===== src/rtl/hps_pkg.sv =====
// Shared widths, codes, constants and the configuration type of the heading PID steering block.
package hps_pkg;

	localparam int YAW_W      = 16;
	localparam int ERR_W      = 17;
	localparam int COEF_W     = 16;
	localparam int OUT_W      = 48;
	localparam int SPEED_W    = 16;
	localparam int ACT_W      = 3;
	localparam int DB_W       = 15;
	localparam int CFG_IDX_W  = 3;
	localparam int CFG_DATA_W = 16;

	// Drive action codes
	localparam logic [ACT_W-1:0] ACT_RUN        = 3'd0;
	localparam logic [ACT_W-1:0] ACT_STOP       = 3'd1;
	localparam logic [ACT_W-1:0] ACT_SPIN_RIGHT = 3'd2;
	localparam logic [ACT_W-1:0] ACT_SPIN_LEFT  = 3'd3;
	localparam logic [ACT_W-1:0] ACT_TURN_RIGHT = 3'd4;
	localparam logic [ACT_W-1:0] ACT_TURN_LEFT  = 3'd5;
	localparam logic [ACT_W-1:0] ACT_NONE       = 3'd6;

	// Register indexes
	localparam logic [CFG_IDX_W-1:0] REG_COEF_NOW       = 3'd0;
	localparam logic [CFG_IDX_W-1:0] REG_COEF_PREV      = 3'd1;
	localparam logic [CFG_IDX_W-1:0] REG_COEF_PREV2     = 3'd2;
	localparam logic [CFG_IDX_W-1:0] REG_TARGET_YAW     = 3'd3;
	localparam logic [CFG_IDX_W-1:0] REG_RUN_MODE       = 3'd4;
	localparam logic [CFG_IDX_W-1:0] REG_CRUISE_SPEED   = 3'd5;
	localparam logic [CFG_IDX_W-1:0] REG_RUN_BASE_SPEED = 3'd6;
	localparam logic [CFG_IDX_W-1:0] REG_DEADBAND       = 3'd7;

	// Register reset values
	localparam logic [COEF_W-1:0]  RST_COEF_NOW       = 16'd2847;
	localparam logic [COEF_W-1:0]  RST_COEF_PREV      = 16'd4864;
	localparam logic [COEF_W-1:0]  RST_COEF_PREV2     = 16'd2048;
	localparam logic [SPEED_W-1:0] RST_RUN_BASE_SPEED = 16'd3700;
	localparam logic [DB_W-1:0]    RST_DEADBAND       = 15'd640;

	// Steering constants, angles in 1/128 degree
	localparam logic [SPEED_W-1:0]   TURN_BASE_SPEED  = 16'd3900;
	localparam logic [9:0]           SPEED_CAP        = 10'd1000;
	localparam logic signed [17:0]   WRAP_TARGET_EDGE = -18'sd22400;
	localparam logic signed [17:0]   WRAP_YAW_EDGE    = 18'sd15360;
	localparam logic signed [17:0]   FULL_TURN        = 18'sd46080;

	typedef struct packed {
		logic [COEF_W-1:0]  coef_now;
		logic [COEF_W-1:0]  coef_prev;
		logic [COEF_W-1:0]  coef_prev2;
		logic [YAW_W-1:0]   target_yaw;
		logic               run_mode;
		logic [SPEED_W-1:0] cruise_speed;
		logic [SPEED_W-1:0] run_base_speed;
		logic [DB_W-1:0]    deadband;
	} hps_cfg_t;

endpackage


===== src/rtl/hps_ifs.sv =====
// Valid/ready channel interfaces for yaw samples and drive commands.
interface hps_in_if import hps_pkg::*; ();
	logic             valid;
	logic             ready;
	logic [YAW_W-1:0] measured_yaw;

	modport source (output valid, output measured_yaw, input ready);
	modport sink (input valid, input measured_yaw, output ready);
endinterface

interface hps_out_if import hps_pkg::*; ();
	logic               valid;
	logic               ready;
	logic [ACT_W-1:0]   drive_action;
	logic [SPEED_W-1:0] drive_speed;

	modport source (output valid, output drive_action, output drive_speed, input ready);
	modport sink (input valid, input drive_action, input drive_speed, output ready);
endinterface


===== src/rtl/hps_cfg_regs.sv =====
// Configuration register file with its reset defaults.
module hps_cfg_regs import hps_pkg::*; (
	input  logic                  clk,
	input  logic                  arst_n,
	input  logic                  cfg_we,
	input  logic [CFG_IDX_W-1:0]  cfg_index,
	input  logic [CFG_DATA_W-1:0] cfg_data,
	output hps_cfg_t              cfg
);

	hps_cfg_t cfg_q;

	// Register writes by index
	always_ff @(posedge clk or negedge arst_n) begin
		if (!arst_n) begin
			cfg_q.coef_now       <= RST_COEF_NOW;
			cfg_q.coef_prev      <= RST_COEF_PREV;
			cfg_q.coef_prev2     <= RST_COEF_PREV2;
			cfg_q.target_yaw     <= '0;
			cfg_q.run_mode       <= 1'b0;
			cfg_q.cruise_speed   <= '0;
			cfg_q.run_base_speed <= RST_RUN_BASE_SPEED;
			cfg_q.deadband       <= RST_DEADBAND;
		end else if (cfg_we) begin
			case (cfg_index)
				REG_COEF_NOW:       cfg_q.coef_now       <= cfg_data;
				REG_COEF_PREV:      cfg_q.coef_prev      <= cfg_data;
				REG_COEF_PREV2:     cfg_q.coef_prev2     <= cfg_data;
				REG_TARGET_YAW:     cfg_q.target_yaw     <= cfg_data;
				REG_RUN_MODE:       cfg_q.run_mode       <= cfg_data[0];
				REG_CRUISE_SPEED:   cfg_q.cruise_speed   <= cfg_data;
				REG_RUN_BASE_SPEED: cfg_q.run_base_speed <= cfg_data;
				REG_DEADBAND:       cfg_q.deadband       <= cfg_data[DB_W-1:0];
				default: ;
			endcase
		end
	end

	assign cfg = cfg_q;

endmodule


===== src/rtl/hps_pid_core.sv =====
// Deadband test, yaw unwrap, incremental PID step and speed/direction selection.
module hps_pid_core import hps_pkg::*; (
	input  logic               clk,
	input  logic               arst_n,
	input  logic               step,
	input  logic [YAW_W-1:0]   yaw,
	input  hps_cfg_t           cfg,
	output logic [ACT_W-1:0]   action,
	output logic [SPEED_W-1:0] speed
);

	logic signed [ERR_W-1:0] last_error_q;
	logic signed [ERR_W-1:0] older_error_q;
	logic signed [OUT_W-1:0] last_output_q;

	logic signed [17:0] yaw_x, tgt_x, db_x, diff, yaw_u, err_x;
	logic signed [ERR_W-1:0] err;
	logic               on_heading, wrap;
	logic signed [33:0] p_now, p_prev, p_prev2;
	logic signed [49:0] sum;
	logic signed [OUT_W-1:0] sat;
	logic [OUT_W-1:0]   mag;
	logic [32:0]        mag_units;
	logic [9:0]         corr;
	logic [SPEED_W-1:0] base;
	logic [SPEED_W:0]   speed_sum;
	logic [SPEED_W-1:0] steer_speed;

	// Error forming, raw diff for the deadband and unwrapped err for the PID
	always_comb begin
		yaw_x      = {{2{yaw[YAW_W-1]}}, yaw};
		tgt_x      = {{2{cfg.target_yaw[YAW_W-1]}}, cfg.target_yaw};
		db_x       = {3'b000, cfg.deadband};
		diff       = yaw_x - tgt_x;
		on_heading = (diff > -db_x) && (diff < db_x);
		wrap       = (tgt_x < WRAP_TARGET_EDGE) && (yaw_x > WRAP_YAW_EDGE);
		yaw_u      = wrap ? (yaw_x - FULL_TURN) : yaw_x;
		err_x      = yaw_u - tgt_x;
		err        = err_x[ERR_W-1:0];
	end

	// Three products, Q.7 error by Q8.8 coefficient
	always_comb begin
		p_now   = $signed({1'b0, cfg.coef_now}) * err;
		p_prev  = $signed({1'b0, cfg.coef_prev}) * last_error_q;
		p_prev2 = $signed({1'b0, cfg.coef_prev2}) * older_error_q;
	end

	// Exact sum, saturated to 48 bits
	always_comb begin
		sum = {{2{last_output_q[OUT_W-1]}}, last_output_q}
			+ {{16{p_now[33]}}, p_now}
			- {{16{p_prev[33]}}, p_prev}
			+ {{16{p_prev2[33]}}, p_prev2};
		if (sum[49:47] == 3'b000 || sum[49:47] == 3'b111) begin
			sat = sum[OUT_W-1:0];
		end else if (sum[49]) begin
			sat = {1'b1, {(OUT_W-1){1'b0}}};
		end else begin
			sat = {1'b0, {(OUT_W-1){1'b1}}};
		end
	end

	// Speed: |out| in whole units, capped, plus base, saturated
	always_comb begin
		mag         = sat[OUT_W-1] ? (~sat + 48'd1) : sat;
		mag_units   = mag[OUT_W-1:15];
		corr        = (mag_units > {23'd0, SPEED_CAP}) ? SPEED_CAP : mag_units[9:0];
		base        = cfg.run_mode ? cfg.run_base_speed : TURN_BASE_SPEED;
		speed_sum   = {1'b0, base} + {7'd0, corr};
		steer_speed = speed_sum[SPEED_W] ? {SPEED_W{1'b1}} : speed_sum[SPEED_W-1:0];
	end

	// Command selection
	always_comb begin
		if (on_heading) begin
			action = cfg.run_mode ? ACT_RUN : ACT_STOP;
			speed  = cfg.run_mode ? cfg.cruise_speed : '0;
		end else if (err_x > db_x) begin
			action = cfg.run_mode ? ACT_TURN_RIGHT : ACT_SPIN_RIGHT;
			speed  = steer_speed;
		end else if (err_x < -db_x) begin
			action = cfg.run_mode ? ACT_TURN_LEFT : ACT_SPIN_LEFT;
			speed  = steer_speed;
		end else begin
			action = ACT_NONE;
			speed  = '0;
		end
	end

	// PID history, untouched inside the deadband
	always_ff @(posedge clk or negedge arst_n) begin
		if (!arst_n) begin
			last_error_q  <= '0;
			older_error_q <= '0;
			last_output_q <= '0;
		end else if (step && !on_heading) begin
			last_error_q  <= err;
			older_error_q <= last_error_q;
			last_output_q <= sat;
		end
	end

endmodule


===== src/rtl/heading_pid_steering.sv =====
// Heading PID steering top level: input register, PID datapath, result register.
// An accepted item passes the input register and then the result register before its drive command is valid.
// Throughput: one item per cycle while the receiver keeps taking commands; the PID history updates as an item advances.
// The output register frees its slot in the same cycle the command is taken.
// Reset (arst_n low, async) clears both valid flags and the PID history and
// loads the register defaults; no clearing pass is needed.
module heading_pid_steering import hps_pkg::*; (
	input  logic                  clk,
	input  logic                  arst_n,
	hps_in_if.sink                in,
	hps_out_if.source             out,
	input  logic                  cfg_we,
	input  logic [CFG_IDX_W-1:0]  cfg_index,
	input  logic [CFG_DATA_W-1:0] cfg_data
);

	hps_cfg_t           cfg;
	logic               valid_s1;
	logic [YAW_W-1:0]   yaw_s1;
	logic               out_valid_q;
	logic [ACT_W-1:0]   action_q;
	logic [SPEED_W-1:0] speed_q;
	logic [ACT_W-1:0]   action;
	logic [SPEED_W-1:0] speed;
	logic               out_free;
	logic               advance;

	hps_cfg_regs u_cfg (
		.clk       (clk),
		.arst_n    (arst_n),
		.cfg_we    (cfg_we),
		.cfg_index (cfg_index),
		.cfg_data  (cfg_data),
		.cfg       (cfg)
	);

	hps_pid_core u_core (
		.clk    (clk),
		.arst_n (arst_n),
		.step   (advance),
		.yaw    (yaw_s1),
		.cfg    (cfg),
		.action (action),
		.speed  (speed)
	);

	// Flow control
	assign out_free = !out_valid_q || out.ready;
	assign advance  = valid_s1 && out_free;
	assign in.ready = !valid_s1 || out_free;

	// Input register
	always_ff @(posedge clk or negedge arst_n) begin
		if (!arst_n) begin
			valid_s1 <= 1'b0;
		end else if (in.ready) begin
			valid_s1 <= in.valid;
		end
	end

	always_ff @(posedge clk) begin
		if (in.ready && in.valid) begin
			yaw_s1 <= in.measured_yaw;
		end
	end

	// Result register
	always_ff @(posedge clk or negedge arst_n) begin
		if (!arst_n) begin
			out_valid_q <= 1'b0;
		end else if (out_free) begin
			out_valid_q <= valid_s1;
		end
	end

	always_ff @(posedge clk) begin
		if (advance) begin
			action_q <= action;
			speed_q  <= speed;
		end
	end

	assign out.valid        = out_valid_q;
	assign out.drive_action = action_q;
	assign out.drive_speed  = speed_q;

	// Checks
	a_full_stall_blocks: assert property (@(posedge clk) disable iff (!arst_n)
		valid_s1 && out_valid_q && !out.ready |-> !in.ready)
		else $error("input accepted while both stages are full and stalled");

	a_accept_fills_s1: assert property (@(posedge clk) disable iff (!arst_n)
		in.valid && in.ready |=> valid_s1)
		else $error("accepted item lost before the datapath stage");

	a_advance_fills_out: assert property (@(posedge clk) disable iff (!arst_n)
		advance |=> out_valid_q)
		else $error("computed command lost before the result register");

	a_idle_speed_zero: assert property (@(posedge clk) disable iff (!arst_n)
		out_valid_q && (action_q == ACT_STOP || action_q == ACT_NONE) |-> speed_q == '0)
		else $error("nonzero speed on stop or none command");

endmodule


===== src/flat_wrapper.sv =====
// flat-port wrapper written by rule: the top's interface ports become plain ports
module heading_pid_steering_flat import hps_pkg::*;
  (clk, arst_n, cfg_we, cfg_index, cfg_data, in_valid, in_measured_yaw, in_ready, out_valid, out_drive_action, out_drive_speed, out_ready);
  hps_in_if in_i ();
  hps_out_if out_i ();
  input  logic clk;
  input  logic arst_n;
  input  logic cfg_we;
  input  logic [CFG_IDX_W-1:0] cfg_index;
  input  logic [CFG_DATA_W-1:0] cfg_data;
  input wire logic [$bits(in_i.valid)-1:0] in_valid;
  input wire logic [$bits(in_i.measured_yaw)-1:0] in_measured_yaw;
  output wire logic [$bits(in_i.ready)-1:0] in_ready;
  output wire logic [$bits(out_i.valid)-1:0] out_valid;
  output wire logic [$bits(out_i.drive_action)-1:0] out_drive_action;
  output wire logic [$bits(out_i.drive_speed)-1:0] out_drive_speed;
  input wire logic [$bits(out_i.ready)-1:0] out_ready;
  assign in_i.valid = in_valid;
  assign in_i.measured_yaw = in_measured_yaw;
  assign in_ready = in_i.ready;
  assign out_valid = out_i.valid;
  assign out_drive_action = out_i.drive_action;
  assign out_drive_speed = out_i.drive_speed;
  assign out_i.ready = out_ready;
  heading_pid_steering u_core (.clk(clk), .arst_n(arst_n), .in(in_i), .out(out_i), .cfg_we(cfg_we), .cfg_index(cfg_index), .cfg_data(cfg_data));
endmodule

===== config.mk =====
export PLATFORM = sky130hd
export DESIGN_NAME = heading_pid_steering_flat
export DESIGN_NICKNAME = d
export VERILOG_FILES = /design/src/rtl/hps_pkg.sv /design/src/rtl/hps_ifs.sv /design/src/rtl/hps_cfg_regs.sv /design/src/rtl/hps_pid_core.sv /design/src/rtl/heading_pid_steering.sv /design/src/flat_wrapper.sv
export SDC_FILE = /design/constraint.sdc
export NUM_CORES = 2
export LEC_CHECK = 0
export BUFFER_PORTS_ARGS = -buffer_cell sky130_fd_sc_hd__buf_4
export CAP_MARGIN = 5
export CORE_ASPECT_RATIO = 0.75
export CORE_UTILIZATION = 60
export CTS_CLUSTER_SIZE = 28
export DETAILED_ROUTE_END_ITERATION = 10
export PLACE_DENSITY = 0.87
export SLEW_MARGIN = 15
export SYNTH_ARGS = -nofsm -noshare
export SYNTH_HDL_FRONTEND = slang
export SYNTH_SLANG_ARGS = --single-unit

===== constraint.sdc =====
create_clock -name clk -period 45.2 [get_ports clk]
set_input_delay 9.04 -clock clk [delete_from_list [all_inputs] [get_ports clk]]
set_output_delay 9.04 -clock clk [all_outputs]
set_load 0.1 [all_outputs]

==> results.json <==
{
  "cts_inserted_buffers": 25,
  "ys.warnings.count": 0,
  "area_growth_syn_to_layout_pct": 4.45,
  "synthesis.instances": 5045,
  "outcome": "finished clean",
  "vias_in_the_first_global_route": 37400,
  "top_level_ports": 61,
  "clk_path_buf_depth": 3,
  "grt.total_usage_pct": 33.5,
  "worst-setup-path-type": "primary input to output port",
  "dr_total_vias": 36100,
  "grt_antenna_before_repair": 4,
  "async_reset_ff_share_pct": 84.8,
  "worst_min_delay_path_class": "register to register",
  "most_common_flop_cell_mapped_by_yosys": "sky130_fd_sc_hd__dfrtp_1",
  "cp.arrival_ns": 9.61,
  "clkTransAtPathRegs_ns": 0.07,
  "detail_route.vias_per_cell": 6.04,
  "globalplace.congestion": 1.06,
  "post-route-worst-setup-slack_ns": 26.55,
  "grt_remaining_overflow": 0,
  "timing.final.hold_violations": 0,
  "worstSetupEndpointType": "output port",
  "report.final.setup_viol": 0,
  "share_of_post_route_cells_with_drive_strength_above_1_pct": 7.37,
  "start_util_pct": 61.1,
  "mappedNetlistArea_um2": 46300,
  "post_synth_edffs": 35,
  "final-seq-area_um2": 5980,
  "global_route_wire_length_before_repair_um": 206000,
  "drc": 0,
  "setup_tns_ns": 0,
  "final_period_minus_worst_setup_slack_ns": 18.65,
  "timing.slew.headroom_pct": 18.5,
  "core_region_area_um2": 75800,
  "wirelength_um": 127000,
  "drt_iter0_drc": 4032,
  "timing_worst_slew_pin_value_ns": 1.22,
  "clock-sinks": 231,
  "clock-skew-final_ns": 0.0326,
  "post_synth_cell_types": 91,
  "fmax_ghz": 0.0536,
  "grt_max_degree": 71,
  "worst_skew_pair.late_latency_ns": 0.61,
  "yosysSeqAreaShare_pct": 12.9,
  "place.detailed.hpwl_um": 101000,
  "syn_nets": 6345,
  "avgSynthCellArea_um2": 9.18,
  "cp-start-kind": "primary input",
  "unrepaired_setup_endpoints_after_global_routing": "no",
  "ys_ff_latch": 231,
  "timing.critical_path.required_ns": 36.16,
  "post-cts-setup-buffers": 0,
  "pre_cts_slack_ns": 26.56,
  "nFillCells": 5892,
  "number_of_pins_exceeding_their_max_slew_limit_in_the_final_report": 0,
  "drv_cap": 0,
  "postRouteAntennaNets": 0,
  "cts-resized-gates": 0,
  "fin_util_pct": 63.8,
  "post_dp_cell_area_um2": 47500,
  "row_count": 87,
  "chipWidth_um": 323,
  "footprint_of_the_multi_input_gates_um2": 35800,
  "die_area_um2": 78300,
  "nets_finish": 6236,
  "cts_hold_buf": 0,
  "clock_tree.root_cell": "sky130_fd_sc_hd__clkbuf_16",
  "port_buffers": 60,
  "critical_path.max_fanout": 3,
  "fp.dieH_um": 243,
  "clock_tree_from_tritoncts": "built",
  "timing.final.crit_share_pct": 41.3,
  "average_routed_wire_per_standard_cell_um": 21.2,
  "final_area_um2": 48400,
  "detail_route.first_pass.iterations": 6,
  "cts-htree-levels": 1
}
## state kept, by name, summed over array words and instances, names as in the netlist
name                         cells
u_core.out.drive_action          3
u_core.out.drive_speed          16
u_core.out.valid                 1
u_core.u_cfg.cfg               112
u_core.u_core.last_error_q      17
u_core.u_core.last_output_q     48
u_core.u_core.older_error_q     17
u_core.valid_s1                  1
u_core.yaw_s1                   16
## synth_stat cells, types with 23 or more instances
cell type                    n  area [um2]
sky130_fd_sc_hd__a21o_1     73         548
sky130_fd_sc_hd__a211oi_1   23         173
sky130_fd_sc_hd__ha_1      464        5810
sky130_fd_sc_hd__xor2_1     50         438
sky130_fd_sc_hd__dfrtp_1   175        4380
sky130_fd_sc_hd__and2_1    307        1920
sky130_fd_sc_hd__o21a_1     32         240
sky130_fd_sc_hd__o21ai_0   130         651
sky130_fd_sc_hd__fa_1      796       15900
sky130_fd_sc_hd__mux2_2    154        1730
sky130_fd_sc_hd__nand4_1    32         200
sky130_fd_sc_hd__nand3_1    45         225
sky130_fd_sc_hd__nor4_1     24         150
sky130_fd_sc_hd__xnor2_1    81         709
sky130_fd_sc_hd__nor2_1    179         672
sky130_fd_sc_hd__clkbuf_1  208         781
sky130_fd_sc_hd__a21oi_1   189         946
sky130_fd_sc_hd__nand2b_1   54         338
sky130_fd_sc_hd__nand2_1   566        2120
sky130_fd_sc_hd__nor2b_1    26         163
sky130_fd_sc_hd__and3_1     40         250
sky130_fd_sc_hd__o21bai_1   27         203
sky130_fd_sc_hd__nor3_1     41         205
sky130_fd_sc_hd__edfxtp_1   35        1050
sky130_fd_sc_hd__inv_1     999        3750
## metal layers
metal  routed length [um]  GRT usage, %
met1                51400          47.8
met4                 5060          12.0
met5                   24             0
met2                54200          48.5
met3                15900          9.79
## placed cells by master (no fill, tap or decap), types with 9 or more instances in the layout
master                        n
sky130_fd_sc_hd__a211o_1     10
sky130_fd_sc_hd__a211oi_1    23
sky130_fd_sc_hd__a21o_1      73
sky130_fd_sc_hd__a21oi_1    188
sky130_fd_sc_hd__a31oi_1     21
sky130_fd_sc_hd__and2_1     307
sky130_fd_sc_hd__and3_1      40
sky130_fd_sc_hd__and4_1      10
sky130_fd_sc_hd__buf_4       93
sky130_fd_sc_hd__clkbuf_16   25
sky130_fd_sc_hd__dfrtp_1    175
sky130_fd_sc_hd__dfstp_2     21
sky130_fd_sc_hd__edfxtp_1    35
sky130_fd_sc_hd__fa_1       796
sky130_fd_sc_hd__ha_1       464
sky130_fd_sc_hd__inv_1      999
sky130_fd_sc_hd__mux2_2     154
sky130_fd_sc_hd__nand2_1    566
sky130_fd_sc_hd__nand2b_1    54
sky130_fd_sc_hd__nand3_1     45
sky130_fd_sc_hd__nand4_1     32
sky130_fd_sc_hd__nor2_1     179
sky130_fd_sc_hd__nor2b_1     26
sky130_fd_sc_hd__nor3_1      40
sky130_fd_sc_hd__nor4_1      22
sky130_fd_sc_hd__o211ai_1    13
sky130_fd_sc_hd__o21a_1      32
sky130_fd_sc_hd__o21ai_0    130
sky130_fd_sc_hd__o21bai_1    27
sky130_fd_sc_hd__o31ai_1      9
sky130_fd_sc_hd__or2_2       21
sky130_fd_sc_hd__or3_1       18
sky130_fd_sc_hd__or4_1        9
sky130_fd_sc_hd__xnor2_1     81
sky130_fd_sc_hd__xor2_1      50
## path summary, 6_finish.rpt
path	start	end	slack [ns]	depth (start not counted)
min reg2reg	u_core.valid_s1	u_core.out.valid	0.50	1
max reg2reg	u_core.u_core.older_error_q[2]	u_core.out.drive_speed[15]	26.92	61
max in group asynchronous	arst_n	u_core.u_core.last_error_q[11]	35.35	2
min in group asynchronous	arst_n	u_core.u_core.last_output_q[30]	8.45	1
min	u_core.valid_s1	u_core.out.valid	0.50	1
max	out_ready	in_ready	26.55	3
## through the flow
step,cells,hold slack (ns)
after floorplan,5045,0.449
after global placement,5931,0.470
after detailed placement,5931,0.470
after CTS,5977,0.492
after global routing,5978,0.526
final,5980,0.498
## final cells by class
| type | count | share of cell area, % |
|---|---|---|
| flip-flops and latches | 231 | 12.4 |
| clock buffers | 29 | 1.37 |
| repair buffers | 94 | 1.47 |
| inverters | 1000 | 7.76 |
| clock inverters | 17 | 0.437 |
| multi-input cells | 3584 | 73.9 |
| diodes | 2 | 0.0103 |
| well taps | 1023 | 2.65 |
## cells by family (layout without fill, tap and decap cells)
family / count (synthesis) / count (layout) / share of synthesized area (%)
DFF: 231 / 231 / 12.9
buffers and inverters: 1230 / 1140 / 10.0
AOI/OAI and AO/OA: 628 / 628 / 8.75
muxes: 158 / 158 / 3.83
other: 0 / 2 / 0
adders and majority gates: 1260 / 1260 / 47.0
xor gates and xnor gates: 131 / 131 / 2.48
and+or+nand+nor: 1407 / 1407 / 15.1
## worst max-delay path, cell delays in order
cell and delay [ns]:
sky130_fd_sc_hd__buf_4 0.12, sky130_fd_sc_hd__nand3b_1 0.19, sky130_fd_sc_hd__buf_4 0.26
Power is not shown: default switching activity piles up to over one toggle a cycle in this logic, so the estimate is an artifact.
